File: config.mk
export PLATFORM = sky130hd
export DESIGN_NAME = greedy_text_justifier
export DESIGN_NICKNAME = d
export VERILOG_FILES = /design/src/rtl/gtj_pkg.sv /design/src/rtl/gtj_div.sv /design/src/rtl/greedy_text_justifier.sv
export SDC_FILE = /design/constraint.sdc
export NUM_CORES = 1
export LEC_CHECK = 0
export BUFFER_PORTS_ARGS = -buffer_cell sky130_fd_sc_hd__buf_2
export CAP_MARGIN = 20
export CORE_ASPECT_RATIO = 1.75
export CORE_MARGIN = 2
export CORE_UTILIZATION = 26
export CTS_CLUSTER_DIAMETER = 60
export DETAILED_ROUTE_END_ITERATION = 8
export GPL_ROUTABILITY_DRIVEN = 0
export GPL_TIMING_DRIVEN = 1
export RECOVER_POWER = 50
export SLEW_MARGIN = 25
export SYNTH_ARGS = -nofsm -noshare
export SYNTH_HDL_FRONTEND = slang
export SYNTH_HIERARCHICAL = 1
export SYNTH_SLANG_ARGS = --single-unit
File: constraint.sdc
create_clock -name clk -period 11.5 [get_ports clk]
set_input_delay 1.725 -clock clk [delete_from_list [all_inputs] [get_ports clk]]
set_output_delay 1.725 -clock clk [all_outputs]
set_load 0.01 [all_outputs]
File: src/rtl/gtj_pkg.sv
// ---------------------------------------------------------------------------
// Greedy text justifier package
// Shared widths, payload structs and sequencer codes.
// ---------------------------------------------------------------------------
package gtj_pkg;

  localparam int WORD_W             = 8;
  localparam int MAX_LINE_WORDS_DEF = 32;

  localparam logic [WORD_W-1:0] LINE_WIDTH_RST = 8'd80;

  typedef struct packed {
    logic [WORD_W-1:0] word_length;
    logic              final_word;
  } in_t;

  typedef struct packed {
    logic [WORD_W-1:0] out_length;
    logic [WORD_W-1:0] spaces_after;
    logic              line_end;
    logic              overlong;
    logic              run_last;
  } out_t;

  typedef enum logic [2:0] {
    ST_IDLE,
    ST_CHECK,
    ST_APPEND,
    ST_PREP,
    ST_DIV,
    ST_RD,
    ST_WR,
    ST_OVER
  } state_t;

  // What follows once the held line has been sent
  typedef enum logic [1:0] {
    AFT_DONE,
    AFT_APPEND,
    AFT_OVER
  } after_t;

endpackage

File: src/rtl/gtj_div.sv
// ---------------------------------------------------------------------------
// Greedy text justifier divider
// Restoring divider, one quotient bit per cycle; splits the spare columns of
// a line over its gaps.
// ---------------------------------------------------------------------------
module gtj_div #(
  parameter int DVD_W = 8,
  parameter int DVS_W = 6
) (
  input  logic             clk,
  input  logic             rst,
  input  logic             start,
  input  logic [DVD_W-1:0] dividend,
  input  logic [DVS_W-1:0] divisor,
  output logic             done,
  output logic [DVD_W-1:0] quotient,
  output logic [DVS_W-1:0] remainder
);

  localparam int CNT_W = $clog2(DVD_W + 1);

  logic             busy;
  logic [CNT_W-1:0] cnt;
  logic [DVD_W-1:0] quo;
  logic [DVS_W-1:0] rem;
  logic [DVS_W-1:0] dvs;
  logic [DVS_W:0]   trial;
  logic [DVS_W:0]   diff;
  logic             ge;

  assign trial = {rem, quo[DVD_W-1]};
  assign ge    = trial >= {1'b0, dvs};
  assign diff  = trial - {1'b0, dvs};

  always_ff @(posedge clk) begin
    if (rst) begin
      busy <= 1'b0;
      cnt  <= '0;
      done <= 1'b0;
    end else begin
      done <= 1'b0;
      if (start) begin
        busy <= 1'b1;
        cnt  <= CNT_W'(DVD_W);
      end else if (busy) begin
        cnt <= cnt - CNT_W'(1);
        if (cnt == CNT_W'(1)) begin
          busy <= 1'b0;
          done <= 1'b1;
        end
      end
    end
  end

  always_ff @(posedge clk) begin
    if (start) begin
      quo <= dividend;
      rem <= '0;
      dvs <= divisor;
    end else if (busy) begin
      quo <= {quo[DVD_W-2:0], ge};
      rem <= ge ? diff[DVS_W-1:0] : trial[DVS_W-1:0];
    end
  end

  assign quotient  = quo;
  assign remainder = rem;

endmodule

File: src/rtl/greedy_text_justifier.sv
// A word that only joins the line goes through check and append, then ready returns.
// Sending a line passes a setup state, then the divider when the line is fully
// justified, then a buffer read and an output register load for each word.
// An overlong word gets its own result from a separate state; output stalls hold the flow.
// One request in flight at a time; ready is low until all its results are loaded.
// Reset: synchronous; line width returns to 80, the line buffer is empty, no output.
// ---------------------------------------------------------------------------
// Greedy text justifier
// Buffers word lengths of one line and emits them with justified spacing;
// the text's last line and one-word lines are left-aligned.
module greedy_text_justifier #(
  parameter int MAX_LINE_WORDS = gtj_pkg::MAX_LINE_WORDS_DEF
) (
  input  logic                        clk,
  input  logic                        rst,
  input  logic                        in_valid,
  output logic                        in_ready,
  input  gtj_pkg::in_t                in_data,
  output logic                        out_valid,
  input  logic                        out_ready,
  output gtj_pkg::out_t               out_data,
  input  logic                        cfg_write,
  input  logic [gtj_pkg::WORD_W-1:0]  cfg_data
);

  import gtj_pkg::*;

  localparam int AW    = (MAX_LINE_WORDS > 1) ? $clog2(MAX_LINE_WORDS) : 1;
  localparam int CW    = $clog2(MAX_LINE_WORDS + 1);
  localparam int SUM_W = ((CW > WORD_W) ? CW : WORD_W) + 2;

  state_t            state;
  state_t            state_next;
  after_t            after;
  logic [WORD_W-1:0] line_width;
  logic [CW-1:0]     count;
  logic [WORD_W-1:0] letters;
  logic [CW-1:0]     idx;
  logic              mode_left;
  logic [WORD_W-1:0] in_len;
  logic              in_fin;
  logic [WORD_W-1:0] rd_len;
  logic [WORD_W-1:0] mem [MAX_LINE_WORDS];

  logic              ovl;
  logic              close;
  logic [SUM_W-1:0]  sum;
  logic [WORD_W-1:0] spare;
  logic [CW-1:0]     gaps;
  logic [WORD_W-1:0] pad;
  logic              is_last;
  logic              out_free;
  logic [WORD_W-1:0] word_spaces;
  logic              div_start;
  logic              div_done;
  logic [WORD_W-1:0] quo;
  logic [CW-1:0]     rem;
  logic              out_load;
  logic              mem_we;
  out_t              word_item;
  out_t              ovl_item;

  gtj_div #(
    .DVD_W (WORD_W),
    .DVS_W (CW)
  ) u_div (
    .clk       (clk),
    .rst       (rst),
    .start     (div_start),
    .dividend  (spare),
    .divisor   (gaps),
    .done      (div_done),
    .quotient  (quo),
    .remainder (rem)
  );

  assign ovl   = in_len > line_width;
  assign sum   = SUM_W'(letters) + SUM_W'(count) + SUM_W'(in_len);
  assign close = (count != '0) &&
                 ((sum > SUM_W'(line_width)) || (count >= CW'(MAX_LINE_WORDS)));
  assign spare = (line_width >= letters) ? line_width - letters : '0;
  assign gaps  = count - CW'(1);
  assign pad   = (spare >= WORD_W'(gaps)) ? spare - WORD_W'(gaps) : '0;

  assign is_last  = (idx + CW'(1)) == count;
  assign out_free = !out_valid || out_ready;

  always_comb begin
    if (is_last) begin
      word_spaces = mode_left ? pad : '0;
    end else if (mode_left) begin
      word_spaces = WORD_W'(1);
    end else begin
      // leftmost gaps take one extra space each
      word_spaces = quo + WORD_W'(idx < rem);
    end
  end

  always_comb begin
    word_item.out_length   = rd_len;
    word_item.spaces_after = word_spaces;
    word_item.line_end     = is_last;
    word_item.overlong     = 1'b0;
    // a closed line ends the request unless the new word is overlong or also ends the text
    word_item.run_last     = is_last &&
                             ((after == AFT_DONE) || ((after == AFT_APPEND) && !in_fin));

    ovl_item.out_length    = in_len;
    ovl_item.spaces_after  = '0;
    ovl_item.line_end      = 1'b1;
    ovl_item.overlong      = 1'b1;
    ovl_item.run_last      = 1'b1;
  end

  // next state
  always_comb begin
    state_next = state;
    case (state)
      ST_IDLE: begin
        if (in_valid) state_next = ST_CHECK;
      end
      ST_CHECK: begin
        if (ovl) state_next = (count != '0) ? ST_PREP : ST_OVER;
        else if (close) state_next = ST_PREP;
        else state_next = ST_APPEND;
      end
      ST_APPEND: begin
        state_next = in_fin ? ST_PREP : ST_IDLE;
      end
      ST_PREP: begin
        state_next = mode_left ? ST_RD : ST_DIV;
      end
      ST_DIV: begin
        if (div_done) state_next = ST_RD;
      end
      ST_RD: begin
        state_next = ST_WR;
      end
      ST_WR: begin
        if (out_free) begin
          if (is_last) begin
            case (after)
              AFT_OVER:   state_next = ST_OVER;
              AFT_APPEND: state_next = ST_APPEND;
              default:    state_next = ST_IDLE;
            endcase
          end else begin
            state_next = ST_RD;
          end
        end
      end
      ST_OVER: begin
        if (out_free) state_next = ST_IDLE;
      end
      default: state_next = ST_IDLE;
    endcase
  end

  // strobes
  always_comb begin
    in_ready  = (state == ST_IDLE) && !rst;
    div_start = (state == ST_PREP) && !mode_left;
    out_load  = ((state == ST_WR) || (state == ST_OVER)) && out_free;
    mem_we    = (state == ST_APPEND);
  end

  always_ff @(posedge clk) begin
    if (rst) begin
      state      <= ST_IDLE;
      after      <= AFT_DONE;
      line_width <= LINE_WIDTH_RST;
      count      <= '0;
      letters    <= '0;
      idx        <= '0;
      mode_left  <= 1'b0;
      out_valid  <= 1'b0;
    end else begin
      state <= state_next;
      if (cfg_write) line_width <= cfg_data;
      if (out_load) out_valid <= 1'b1;
      else if (out_ready) out_valid <= 1'b0;
      case (state)
        ST_CHECK: begin
          mode_left <= (count == CW'(1));
          after     <= ovl ? AFT_OVER : AFT_APPEND;
        end
        ST_APPEND: begin
          count   <= count + CW'(1);
          letters <= letters + in_len;
          if (in_fin) begin
            mode_left <= 1'b1;
            after     <= AFT_DONE;
          end
        end
        ST_PREP: begin
          idx <= '0;
        end
        ST_WR: begin
          if (out_free) begin
            if (is_last) begin
              // line is out: drop it from the buffer
              count   <= '0;
              letters <= '0;
            end else begin
              idx <= idx + CW'(1);
            end
          end
        end
        default: ;
      endcase
    end
  end

  always_ff @(posedge clk) begin
    if (in_valid && in_ready) begin
      in_len <= in_data.word_length;
      in_fin <= in_data.final_word;
    end
    if (mem_we) mem[count[AW-1:0]] <= in_len;
    if (state == ST_RD) rd_len <= mem[idx[AW-1:0]];
    if (out_load) out_data <= (state == ST_OVER) ? ovl_item : word_item;
  end

endmodule

# Yosys cells after proc, flatten, opt, wreduce, memory -nomap -nowiden
# Memory sizes are Yosys's and may differ from the RTL's. A register that Yosys moved wholly into a read port is not among the register bits.
# Index checks and enable logic that the tools add are counted.
totals:
  ff_bits: 89
  ramBits: 256
  inputBits: 22
  output_inout_bits: 21
  word_cells: 135
  n_memories: 1
classes:
  addsub: 11
  magnitude_cmp: 7
  eq_ne: 19
  muxes: 45
  n_bitwise: 1
  reduce_logical: 29
memory_table:
  columns: ["name", "depth", "width", "rd", "rd_clocked_by_memory_dff", "write_ports", "line_no", "source"]
  rows:
  - ["mem", 32, 8, 1, 1, 1, "greedy_text_justifier.sv:43", "logic [WORD_W-1:0] mem [MAX_LINE_WORDS];"]
op_table:
  columns: ["cell", "n"]
  rows:
  - ["$mux 8", 9]
  - ["$mux 6", 5]
  - ["$pmux 3 s8", 1]
  - ["$pmux 6 s2", 2]
  - ["$mux 3", 7]
  - ["$mux 19", 1]
  - ["$pmux 8 s2", 1]
  - ["$add 6x1->6 const B", 2]
  - ["$eq 3x3->1 const B", 4]
  - ["$ne 2x2->1 const B", 6]
  - ["$mux 1", 11]
  - ["$add 9x8->10", 1]
  - ["$gt 10x8->1", 1]
  - ["$reduce_bool 2->1", 5]
  - ["$add 8x6->9", 1]
  - ["$add 8x1->8", 1]
  - ["$add 8x8->8", 1]
  - ["$ge 8x6->1", 1]
  - ["$ge 8x8->1", 1]
  - ["$gt 8x8->1", 1]
  - ["$mux 4", 2]
  - ["$sub 8x6->8", 1]
  - ["$sub 8x8->8", 1]
  - ["$ge 7x6->1", 1]
  - ["29 further kinds", 45]

# Depth between registers and ports, before layout
# Gate-level depths: netlist (run 1).
logic_depth:
  depth_word: 8
  mapped_depth: 19
  ltp_nobuf: 19

# Modules after synthesis
# Netlist (run 1), hierarchy kept.
modules_own_cells:
  columns: ["mod", "instances", "cells_per_inst", "area_each_um2", "seq_area_each_um2"]
  rows:
  - ["greedy_text_justifier", 1, 958, 14986.9, 9469.1]
  - ["gtj_div", 1, 126, 1362.6, 660.6]

# Least setup slack after synthesis (run 1)
# OpenSTA, ideal clock, no wires.
synth_path:
  path_kind: "input-to-output"
  from: "in rst"
  to: "out in_ready"
  t_arrival_ps: 2291
  path_slack_ps: 7484
  stages: 2
  path_buffers: 1
  cell_sequence: "clkbuf_1 > nor4_1"
synth_via:
  elab_chain_cells: 2
synth_rtl:
  columns: ["element", "line_no", "source"]
  rows:
  - ["start: declaration", "greedy_text_justifier.sv:15", "input logic rst,"]
  - ["$logic_not 1->1", "greedy_text_justifier.sv:161", "in_ready = (state == ST_IDLE) && !rst;"]
  - ["$logic_and 1x1->1", "greedy_text_justifier.sv:161", null]
  - ["end: declaration", "greedy_text_justifier.sv:17", "output logic in_ready,"]
# No other way between the ends.

# Worst setup path in the final report (run 1)
layout_path:
  from: "reg in_len[1]"
  to: "reg state[0]"
layout_via:
  elab_chain_cells: 7
  word_cells_on_any_way: 8
  classes_between: "add/sub: 1; order compare: 2; mux: 3; reduce/logical: 2"
layout_rtl:
  columns: ["element", "line_no", "source"]
  rows:
  - ["start: declaration", "greedy_text_justifier.sv:40", "logic [WORD_W-1:0] in_len;"]
  - ["start signal: assignment", "greedy_text_justifier.sv:216", "in_len <= in_data.word_length;"]
  - ["$add 9x8->10", "greedy_text_justifier.sv:78", "assign sum = SUM_W'(letters) + SUM_W'(count) + SUM_W'(in_len);"]
  - ["$gt 10x8->1", "greedy_text_justifier.sv:80", "((sum > SUM_W'(line_width)) || (count >= CW'(MAX_LINE_WORDS)));"]
  - ["$logic_or 1x1->1", "greedy_text_justifier.sv:80", null]
  - ["$logic_and 1x1->1", "greedy_text_justifier.sv:79", "assign close = (count != '0) &&"]
  - ["$mux 1", "greedy_text_justifier.sv:124", "else if (close) state_next = ST_PREP;"]
  - ["$mux 3 (*)", "greedy_text_justifier.sv:123", "if (ovl) state_next = (count != '0) ? ST_PREP : ST_OVER;"]
  - ["$pmux 3 s8 (*)", "greedy_text_justifier.sv:118", "case (state)"]
  - ["end signal: assignment", "greedy_text_justifier.sv:178", "state <= state_next;"]
  - ["end: declaration", "greedy_text_justifier.sv:32", "state_t state;"]
# Mark *: on every way between the ends. The rest lies on a longest branch, timed or not.
# A chain may end at the register's enable or synchronous reset.

==> run_results.csv, run 1 <==
group,metric,value,unit
status,status,"complete, but fails checks",
status,failed_checks,"max-capacitance violations, max-slew violations",
global_routing,grt.met3_usage,0.00923,
timing,relSlewSlack,-0.377,
setup_path,arrival,5.80,ns
global_routing,grt_max_degree,69,
power_and_ir_drop,internal_power,2.21,mW
global_routing,grtUsageMet2,0.243,
timing,period_share,0.464,
power_and_ir_drop,pwr-share-comb,0.214,
yosys,ys_ff_latch,353,
yosys,yosysUniqueCellTypes,68,
cells_and_area,area_growth,11.7,%
floorplanning,start_util,0.263,
route,antenna_left,0,
cells_and_area,fin_nets,1232,
setup_path,cp_common_cell,"inv_1",
route,detail_route.first_pass.iterations,5,
setup_path,ff2ff_path_depth,19,
setup_path,start_kind,"flop",
power_and_ir_drop,swShare,0.293,
yosys,synth-main-ff-cell,"edfxtp_1",
clock_tree,htreeDepth,1,
setup_path,crit_chain,"clkbuf_1, inv_1, fa_1, inv_1, ha_1, inv_1, fa_1, nor2b_1, o21ai_0, nand2b_1, a21o_1, a21oi_1, xnor2_1, ha_1, a211oi_1, a31oi_1, o31a_1, a2111oi_0, a21oi_1",
power_and_ir_drop,power_switching,0.916,mW
cells_and_area,multi_input_area,0.00577,mm2
place,hpwl,27700,um
setup_path,cp_max_fo,35,
setup_path,critPathMaxStageDelay,1.20,ns
global_routing,antenna_found_initial,0,
global_routing,grt_overflow,0,
timing,setup_viol_count_final,0,
power_and_ir_drop,p_clk_frac,0.294,
setup_path,worstReg2RegEnd,"state[0]$_SDFFE_PP0P_",
timing,tns,0,ns
floorplanning,die_w,194,um
clock_tree,cts_tree,"done",
yosys,synth.avg_cell_area,15.1,um2
yosys,postSynth.asyncResetShare,0,
clock_tree,cts_hold_buf,0,
route,drc,0,
route,via_count,9219,
power_and_ir_drop,power.density,171,mW/mm2
setup_path,crit_start,"in_len[1]$_DFFE_PP_",
setup_path,critPathBufInv,4,
min_path,min_path_type,"flop to flop",
route,finalWirelength,38600,um
setup_path,cp.depth,19,
timing,maxSlewViolCount,376,
global_routing,grt.busiest_layer,"met2",
clock_tree,cts-resized-gates,0,
floorplanning,die-area,0.0650,mm2
route,drt_iter0_drc,566,
setup_path,critical_path_class,"flop to flop",
timing,hold_viol,0,
clock_tree,post_cts.repair.setup_buffers,0,
setup_path,endpoint,"state[0]$_SDFFE_PP0P_",
min_path,hold-path-cell-count,2,
setup_path,reg2reg_from,"in_len[1]$_DFFE_PP_",
global_routing,grt_pass1_wl,59000,um
setup_path,cp_slowest_cell,"clkbuf_1",
yosys,synth_area,0.0163,mm2
timing,rsz0062_at_grt,"false",
clock_tree,numCtsBuffers,29,
global_routing,grt_usage,0.118,
setup_path,crit_family,"compound AO/OA/AOI/OAI gates",
power_and_ir_drop,seqPwrFrac,0.492,
floorplanning,die_y,336,um
clock_tree,clock_latency,0.58,ns
job,cap_violations,11,
floorplanning,core,0.0622,mm2
global_routing,grt_pass1_vias,9848,
place,placed_area,0.0175,mm2
setup_path,cp_data_required_time,11.97,ns
cells_and_area,final.fill_count,6132,
setup_path,reg2reg_slack,6.17,ns
yosys,syn-num-nets,1187,
cells_and_area,antenna_cells,0,
route,viasPerCell,4.73,
power_and_ir_drop,ir_drop,0.000135,V
timing,max_freq,188,MHz
yosys,syn_inst,1084,
place,io_buffers,42,
timing,tightest_slew,2.07,ns
yosys,yosys_warnings,6,
timing,clock_skew,0.0248,ns
cells_and_area,finish.instance_area,0.0183,mm2
clock_tree,cts_root_buf,"clkbuf_16",
floorplanning,rows,121,
global_routing,met1_usage,0.114,
floorplanning,io_pins,43,
cells_and_area,register_area,0.0101,mm2
clock_tree,clkSinkCount,353,
clock_tree,clk_pin_slew_worst_paths,0.07,ns
cells_and_area,drive_gt1_frac,0.172,
setup_path,crit_path_end_kind,"flop",
power_and_ir_drop,power.leakage,6.05,nW
yosys,synth_edf_count,306,
route,wl_per_cell,19.8,um
clock_tree,clockBufferDepth,3,
yosys,ys_seq_area_frac,0.620,
timing,fin_crit,5.33,ns
==> cell families after synthesis <==
| group | synth area share |
|---|---|
| AND/OR/NAND/NOR | 0.0745 |
| multiplexers | 0.130 |
| flip-flops | 0.620 |
| XOR/XNOR | 0.0233 |
| AO/OA/AOI/OAI | 0.0583 |
| adder cells (fa/ha/maj) | 0.0670 |
| buffers and inverters | 0.0271 |
==> layer usage <==
| layer | vias to the layer above | wire length [um] |
|---|---|---|
| li1 | 4226 | - |
| met1 | 4688 | 13400 |
| met2 | 218 | 22000 |
| met3 | 87 | 1080 |
| met4 | 0 | 2170 |
| met5 | - | 0 |
==> cells in the final DEF (no fill, tap or decap), types with 4 or more instances in the layout <==
cell and instances:
edfxtp_1 306, nor3b_1 4, inv_1 61, mux2_2 17, o22ai_1 6, nand2b_1 14
o211ai_1 5, nand2_1 55, a31oi_1 7, nand3b_1 5, a21oi_1 30, clkinvlp_4 4
nor3_1 12, clkbuf_1 17, ha_1 70, clkinv_1 6, a211oi_1 11, nand3_1 12
clkbuf_16 29, o21ai_0 27, mux2i_1 12, nand4_1 7, a22oi_1 7, and3_1 4
fa_1 11, xnor2_1 28, mux4_2 80, dfxtp_1 44, o21a_1 10, or3_1 5
nor2b_1 17, xor2_1 13, a21o_1 10, buf_4 4, nor2_1 92, clkinv_2 7
buf_2 40
==> sequential cells by signal (all words and copies together) (netlist names), 8 cells and up <==
register and cells:
in_len 8, letters 8, line_width 8, mem 256
out_data 19, rd_len 8, u_div/quotient 8
==> worst reg2reg max path, cell delays in order, from the launching register on <==
cell and delay, ns:
edfxtp_1 0.32, clkbuf_1 1.20, inv_1 0.33, fa_1 0.58
inv_1 0.05, ha_1 0.21, inv_1 0.07, fa_1 0.20
nor2b_1 0.05, o21ai_0 0.15, nand2b_1 0.12, a21o_1 0.19
a21oi_1 0.17, xnor2_1 0.15, ha_1 0.28, a211oi_1 0.25
a31oi_1 0.12, o31a_1 0.29, a2111oi_0 0.37, a21oi_1 0.11
==> area by class of cell <==
type / instances / area share
sequential: 353 / 0.555
inverter: 62 / 0.0127
tap: 799 / 0.0547
clock inverter: 18 / 0.00555
multi-input combinational: 627 / 0.316
clock buffer: 34 / 0.0408
timing repair buffer: 56 / 0.0151
==> how the worst min path moves through the flow <==
stage	from	to	slack, ns
global placement	u_div/cnt[1]$_SDFFE_PP0P_	u_div/cnt[1]$_SDFFE_PP0P_	0.48
detailed placement	u_div/cnt[1]$_SDFFE_PP0P_	u_div/cnt[1]$_SDFFE_PP0P_	0.51
floorplan	u_div/cnt[1]$_SDFFE_PP0P_	u_div/cnt[1]$_SDFFE_PP0P_	0.47
global route	after[1]$_SDFFE_PP0P_	after[1]$_SDFFE_PP0P_	0.56
CTS	u_div/cnt[1]$_SDFFE_PP0P_	u_div/cnt[1]$_SDFFE_PP0P_	0.52
finish	u_div/cnt[1]$_SDFFE_PP0P_	u_div/cnt[1]$_SDFFE_PP0P_	0.52
==> Yosys cell counts, types with 4 or more instances <==
cell type	instances	area share
a211oi_1	10	0.0046
a21o_1	10	0.0046
a21oi_1	30	0.0092
a22oi_1	7	0.0032
a31oi_1	7	0.0027
and3_1	4	0.0015
buf_1	4	0.00092
buf_2	5	0.0015
buf_6	6	0.0041
clkbuf_1	26	0.0060
dfxtp_1	47	0.058
edfxtp_1	306	0.56
fa_1	11	0.013
ha_1	70	0.054
inv_1	61	0.014
mux2_2	17	0.012
mux2i_1	12	0.0073
mux4_2	80	0.11
nand2_1	55	0.013
nand2b_1	14	0.0054
nand3_1	12	0.0037
nand3b_1	5	0.0023
nand4_1	7	0.0027
nor2_1	93	0.021
nor2b_1	17	0.0065
nor3_1	12	0.0037
nor3b_1	4	0.0018
o211ai_1	5	0.0023
o21a_1	10	0.0046
o21ai_0	27	0.0083
o22ai_1	6	0.0023
or2_2	4	0.0015
or3_1	5	0.0019
xnor2_1	28	0.015
xor2_1	13	0.0070
==> stage by stage <==
step	util	total power [mW]	setup WS, ns	instances	hold WS [ns]
floorplan	-	2.03	7.48	1084	0.469
global placement	0.281	2.22	7.14	1897	0.483
detailed placement	0.281	2.23	7.04	1897	0.509
CTS	0.294	3.15	7.02	1949	0.519
global route	0.294	3.28	5.70	1949	0.559
finish	0.294	3.13	6.17	1949	0.522
==> power by group through the flow <==
stage / Clock [mW] / Sequential (mW) / Combinational [mW]
6_report: 0.920 / 1.54 / 0.669
4_1_cts: 0.941 / 1.53 / 0.677
5_1_grt: 0.987 / 1.55 / 0.744
3_5_place_dp: 0 / 1.56 / 0.672
2_1_floorplan: 0 / 1.55 / 0.484
3_3_place_gp: 0 / 1.56 / 0.655
(Power assumes the default switching activity.)
==> run 2, diff against run 1 <==
Clock period 11.5 ns to 4.6 ns, I/O delays scaled along.
==> run 2 against run 1 <==
The run still ends with max-capacitance violations, max-slew violations left. Power grew to 2.6 times the previous value. Maximum frequency is 22% higher. Non-clock buffer count is 6 higher. Register-to-register slack worse by 5.9 ns. Utilization is 0.21 points higher. First-iteration DRC count is 27% higher. Critical path depth is 2 lower. Critical endpoint is now out_data[6]$_SDFFCE_PP0P_.
==> run_results.csv, run 2 (same netlist as run 1, synthesis figures left out) <==
group,metric,value,unit
power_and_ir_drop,internal_power,5.70,mW
floorplanning,die_y,336,um
clock_tree,cts_hold_buf,0,
clock_tree,clockBufferDepth,3,
route,via_count,9196,
floorplanning,die_w,194,um
clock_tree,cts_root_buf,"clkbuf_16",
route,viasPerCell,4.70,
clock_tree,clock_latency,0.59,ns
floorplanning,io_pins,43,
power_and_ir_drop,ir_drop,0.000273,V
global_routing,grt_max_degree,66,
global_routing,grt_usage,0.117,
place,pre_cts_slack,0.271,ns
cells_and_area,area_growth,12.5,%
setup_path,crit_path_end_kind,"flop",
timing,setup_viol_count_final,0,
route,finalWirelength,38300,um
global_routing,grt_overflow,0,
setup_path,critical_path_class,"flop to flop",
timing,hold_viol,0,
min_path,min_path_type,"primary input to flop",
setup_path,cp_slowest_cell,"fa_1",
cells_and_area,largest_reg_flops,256,
timing,maxSlewViolCount,303,
clock_tree,htreeDepth,1,
timing,tightest_slew,1.83,ns
power_and_ir_drop,power_switching,2.30,mW
clock_tree,cts_tree,"done",
cells_and_area,final_util,0.296,
floorplanning,start_util,0.263,
timing,finalWorstSetupSlack,0.235,ns
min_path,hold-path-cell-count,1,
cells_and_area,drive_gt1_frac,0.161,
timing,whs,0.277,ns
global_routing,grt_pass1_wl,59000,um
clock_tree,clkSinkCount,353,
setup_path,arrival,4.69,ns
global_routing,grt_pass1_vias,9780,
status,failed_checks,"max-capacitance violations, max-slew violations",
route,drc,0,
timing,period_share,0.949,
timing,max_freq,229,MHz
route,detail_route.first_pass.iterations,7,
cells_and_area,antenna_cells,0,
clock_tree,numCtsBuffers,30,
power_and_ir_drop,power.density,435,mW/mm2
power_and_ir_drop,seqPwrFrac,0.480,
place,hpwl,27600,um
floorplanning,rows,121,
timing,tns,0,ns
route,antenna_left,0,
clock_tree,clk_pin_slew_worst_paths,0.07,ns
power_and_ir_drop,swShare,0.287,
setup_path,crit_chain,"ha_1, inv_1, fa_1, a211o_1, a211o_1, a31o_2, a21oi_1, or2_2, ha_1, fa_1, nor2b_1, o21ai_0, a31oi_1, a211oi_1, nand4_1, nand2b_4, o32ai_1",
cells_and_area,fin_nets,1239,
floorplanning,core,0.0622,mm2
setup_path,start_kind,"flop",
timing,relSlewSlack,-0.221,
route,wl_per_cell,19.6,um
setup_path,cp_data_required_time,4.92,ns
floorplanning,die-area,0.0650,mm2
setup_path,cp_max_fo,6,
setup_path,ff2ff_path_depth,17,
timing,fin_crit,4.36,ns
cells_and_area,final_common_cell,"edfxtp_1",
power_and_ir_drop,p_clk_frac,0.312,
timing,clock_skew,0.0161,ns
cells_and_area,mostFrequentLayoutCells,"edfxtp_1 (306), nor2_1 (93), mux4_2 (80)",
global_routing,antenna_found_initial,0,
power_and_ir_drop,power.leakage,6.10,nW
place,io_buffers,42,
job,cap_violations,9,
power_and_ir_drop,pwr-share-comb,0.209,
setup_path,critPathMaxStageDelay,0.43,ns
status,status,"complete, but fails checks",
timing,rsz0062_at_grt,"false",
route,drt_iter0_drc,720,
run 2: cell types whose count changed in the layout (fill, tap and decap cells not counted), sizes merged:
| cell | delta |
|---|---|
| clkbuf | +18 |
| inv | -1 |
| clkinvlp | -2 |
| clkinv | +3 |
| bufinv | +2 |
| buf | -12 |
run 2: area by class of cell:
type | count | area (um2)
fill | 6137 | 43800
sequential | 353 | 10100
multi-input combinational | 627 | 5780
tap | 799 | 1000
clock buffer | 34 | 787
timing repair buffer | 62 | 303
inverter | 62 | 233
clock inverter | 20 | 150
run 2: per-stage QoR:
| stage | instance area (um2) | total power [mW] | cells |
|---|---|---|---|
| final | 18400 | 8.01 | 1957 |
| after global routing | 18400 | 8.36 | 1957 |
| after CTS | 18400 | 8.06 | 1957 |
| after detailed placement | 17500 | 5.56 | 1903 |
| after global placement | 17500 | 5.52 | 1903 |
| after floorplan | 16300 | 5.08 | 1084 |
run 2: worst max-delay path, delay by kind of cell (launching register included):
| kind | cells | cell delay, ns |
|---|---|---|
| fa+ha+maj | 4 | 1.04 |
| simple gates | 4 | 0.64 |
| compound gates | 8 | 1.95 |
| flops | 1 | 0.41 |
| buf+inv | 1 | 0.06 |
run 2: worst paths after layout:
kind / end / from / slack [ns]
worst max-delay path: out_data[6]$_SDFFCE_PP0P_ / letters[0]$_SDFFE_PP0P_ / 0.24
worst min-delay path: in_len[0]$_DFFE_PP_ / in_data[1] / 0.28
worst max register to register: out_data[6]$_SDFFCE_PP0P_ / letters[0]$_SDFFE_PP0P_ / 0.24
worst min register to register: u_div/cnt[1]$_SDFFE_PP0P_ / u_div/cnt[1]$_SDFFE_PP0P_ / 0.52
run 2: metal layers:
layer  share of wire  global-route usage
met1            0.35               0.118
met2            0.55               0.231
met3           0.034              0.0108
met4           0.060              0.0728
met5               0                   0
run 2: what timing repair did:
| item | 4_1_cts | 5_1_grt |
|---|---|---|
| buffers inserted | 0 | 0 |
| setup endpoints to repair | 0 | 2 |
| gates resized for setup | 0 | 1 |
run 2: power by group through the flow:
stage	sequential, mW	combinational (mW)	clock (mW)
final	3.84	1.67	2.50
after global routing	3.86	1.86	2.64
after CTS	3.83	1.68	2.56
after detailed placement	3.90	1.66	0
after global placement	3.90	1.62	0
after floorplan	3.87	1.21	0
==> run 3, diff against run 2 <==
Settings changed: ABC_AREA set to 1, GPL_TIMING_DRIVEN 1 to unset.
==> run 3 against run 2 <==
Global-route usage grew 1.7 points. Largest cell class unchanged. Largest power group unchanged. The flow still finishes with violations (max-capacitance violations, max-slew violations). First-iteration DRC count increased by 44%. Clock skew is 0.014 ns higher.
==> run_results.csv, run 3 <==
group,metric,value,unit
global_routing,grt_usage,0.135,
setup_path,critical_path_class,"flop to flop",
global_routing,grt_pass1_vias,12300,
timing,tightest_slew,2.02,ns
setup_path,ff2ff_path_depth,12,
route,via_count,12100,
min_path,min_path_type,"primary input to flop",
cells_and_area,largest_reg_flops,256,
place,io_buffers,42,
clock_tree,clock_latency,0.60,ns
cells_and_area,final.fill_count,6453,
yosys,synth_area_leader_cell,"edfxtp_1",
power_and_ir_drop,power.leakage,6.96,nW
yosys,synth_simple_gate_area_frac,0.154,
floorplanning,die_y,341,um
timing,period_share,0.848,
route,drc,0,
timing,maxSlewViolCount,302,
cells_and_area,area_growth,13.1,%
clock_tree,post_cts.repair.setup_buffers,0,
yosys,postSynth.asyncResetShare,0,
min_path,hold-path-cell-count,1,
floorplanning,core,0.0642,mm2
yosys,synth-main-ff-cell,"edfxtp_1",
setup_path,cp_common_cell,"nand2_1",
route,antenna_left,0,
yosys,syn-num-nets,1716,
yosys,synth_compound_area_frac,0.117,
place,placed_area,0.0180,mm2
setup_path,cp_max_fo,34,
setup_path,cp_slowest_cell,"clkbuf_1",
timing,relSlewSlack,-0.347,
power_and_ir_drop,ir_drop,0.000362,V
cells_and_area,mostFrequentLayoutCells,"edfxtp_1 (306), nand2_1 (237), nor2_1 (236)",
cells_and_area,fin_nets,1750,
status,failed_checks,"max-capacitance violations, max-slew violations",
yosys,synthAdderAreaFrac,0.0651,
clock_tree,numCtsBuffers,31,
clock_tree,clkSinkCount,353,
floorplanning,start_util,0.262,
yosys,syn_inst,1613,
global_routing,antenna_found_initial,1,
route,viasPerCell,4.87,
global_routing,grt_pass1_wl,69500,um
clock_tree,htreeDepth,1,
setup_path,crit_path_end_kind,"flop",
yosys,yosysUniqueCellTypes,48,
floorplanning,die-area,0.0669,mm2
cells_and_area,antenna_cells,0,
setup_path,arrival,4.29,ns
route,wl_per_cell,18.6,um
yosys,synth_top_family_by_area,"simple AND/OR/NAND/NOR gates",
cells_and_area,finish.instance_area,0.0191,mm2
yosys,synth.area.mux_share,0,
yosys,ys_seq_area_frac,0.601,
power_and_ir_drop,power.density,444,mW/mm2
cells_and_area,final_common_cell,"edfxtp_1",
global_routing,grt_overflow,0,
timing,tns,0,ns
timing,clock_skew,0.0300,ns
job,cap_violations,9,
route,finalWirelength,46100,um
timing,max_freq,256,MHz
clock_tree,cts_root_buf,"clkbuf_16",
timing,rsz0062_at_grt,"false",
clock_tree,clockBufferDepth,3,
yosys,synth_area_leaders,"edfxtp_1 (55%), dfxtp_1 (5.6%), nand2_1 (5.3%), nor2_1 (5.3%), ha_1 (5.2%)",
cells_and_area,drive_gt1_frac,0.0742,
cells_and_area,multi_input_area,0.00591,mm2
timing,setup_viol_count_final,0,
route,detail_route.first_pass.iterations,6,
setup_path,critPathMaxStageDelay,1.46,ns
yosys,post-synth-top-count-cell,"edfxtp_1",
floorplanning,rows,123,
route,drt_iter0_drc,1036,
timing,fin_crit,3.90,ns
clock_tree,cts_hold_buf,0,
setup_path,cp_data_required_time,4.99,ns
yosys,synth_xor_area_frac,0.0146,
yosys,yosys-top-cells-count,"edfxtp_1 (306), nand2_1 (237), nor2_1 (236)",
place,hpwl,31700,um
setup_path,crit_chain,"clkbuf_1, ha_1, inv_1, fa_1, nand3b_1, nand2_1, nand2_1, nand2_1, a21oi_1, or2_2, nand3_1, a21oi_1",
yosys,yosys_warnings,6,
clock_tree,cts-resized-gates,0,
cells_and_area,register_area,0.0101,mm2
setup_path,start_kind,"flop",
yosys,synth_area,0.0168,mm2
clock_tree,cts_tree,"done",
timing,hold_viol,0,
clock_tree,clk_pin_slew_worst_paths,0.07,ns
status,status,"complete, but fails checks",
yosys,ys_ff_latch,353,
floorplanning,io_pins,43,
yosys,synth_top_area_frac,0.545,
yosys,synth.avg_cell_area,10.4,um2
global_routing,grt_max_degree,81,
yosys,synth_edf_count,306,
floorplanning,die_w,196,um
run 3: cell count changes after synthesis, sizes merged, moves of 16 or more:
cell    delta
mux2      -18
nor2b     -16
a21oi     +46
nand2    +186
inv       +76
nor2     +151
o221ai    +46
o21ai    +146
nand3     +72
mux4      -80
clkbuf    +21
run 3: logic make-up after synthesis:
family / Yosys count
fa+ha+maj: 81
xor+xnor: 28
simple gates: 605
flops: 353
compound gates: 342
buf+inv: 204
run 3: worst max-delay path, delay by kind of cell (launching register included):
kind,cells,cell delay (ns)
AOI/OAI and AO/OA,2,0.14
adders and majority gates,2,0.84
buffers and inverters,2,1.53
DFF,1,0.44
and+or+nand+nor,6,0.76
run 3: cell type report:
type                       count  area share
multi-input combinational   1056       0.310
sequential                   353       0.532
clock buffer                  32      0.0409
timing repair buffer          66      0.0171
clock inverter                25      0.0191
tap                          812      0.0533
inverter                     139      0.0274
run 3: path summary, 6_finish.rpt:
path	startpoint	end	slack, ns
worst max-delay path	in_len[0]$_DFFE_PP_	letters[6]$_SDFFE_PP0P_	0.70
worst min-delay path	in_data[0]	in_fin$_DFFE_PP_	0.27
worst max register to register	in_len[0]$_DFFE_PP_	letters[6]$_SDFFE_PP0P_	0.70
worst min register to register	u_div/cnt[3]$_SDFFE_PP0P_	u_div/cnt[3]$_SDFFE_PP0P_	0.49
run 3: through the flow:
step                power [mW]  setup WS [ns]  instances   util  hold slack (ns)
finish                    8.46          0.700       2483  0.297            0.272
global placement          5.58           1.02       2426  0.280            0.466
floorplan                 5.08           1.07       1613      -            0.442
detailed placement        5.62           1.11       2426  0.280            0.481
global route              8.83          0.422       2483  0.297            0.263
CTS                       8.52           1.07       2483  0.298            0.240
run 3: power by group:
part	total, mW	leakage [nW]	switching (mW)	internal (mW)
sequential	3.82	3.14	0.118	3.70
clock	2.91	0.546	1.25	1.66
combinational	1.74	3.28	1.16	0.579
total	8.46	6.96	2.53	5.93
run 3: metal layers:
metal / share of wire / global-route usage / up-vias
met5: 0 / 0 / -
met4: 0.060 / 0.0862 / 0
met3: 0.036 / 0.0101 / 129
met2: 0.55 / 0.266 / 355
met1: 0.35 / 0.134 / 5869
li1: - / - / 5728
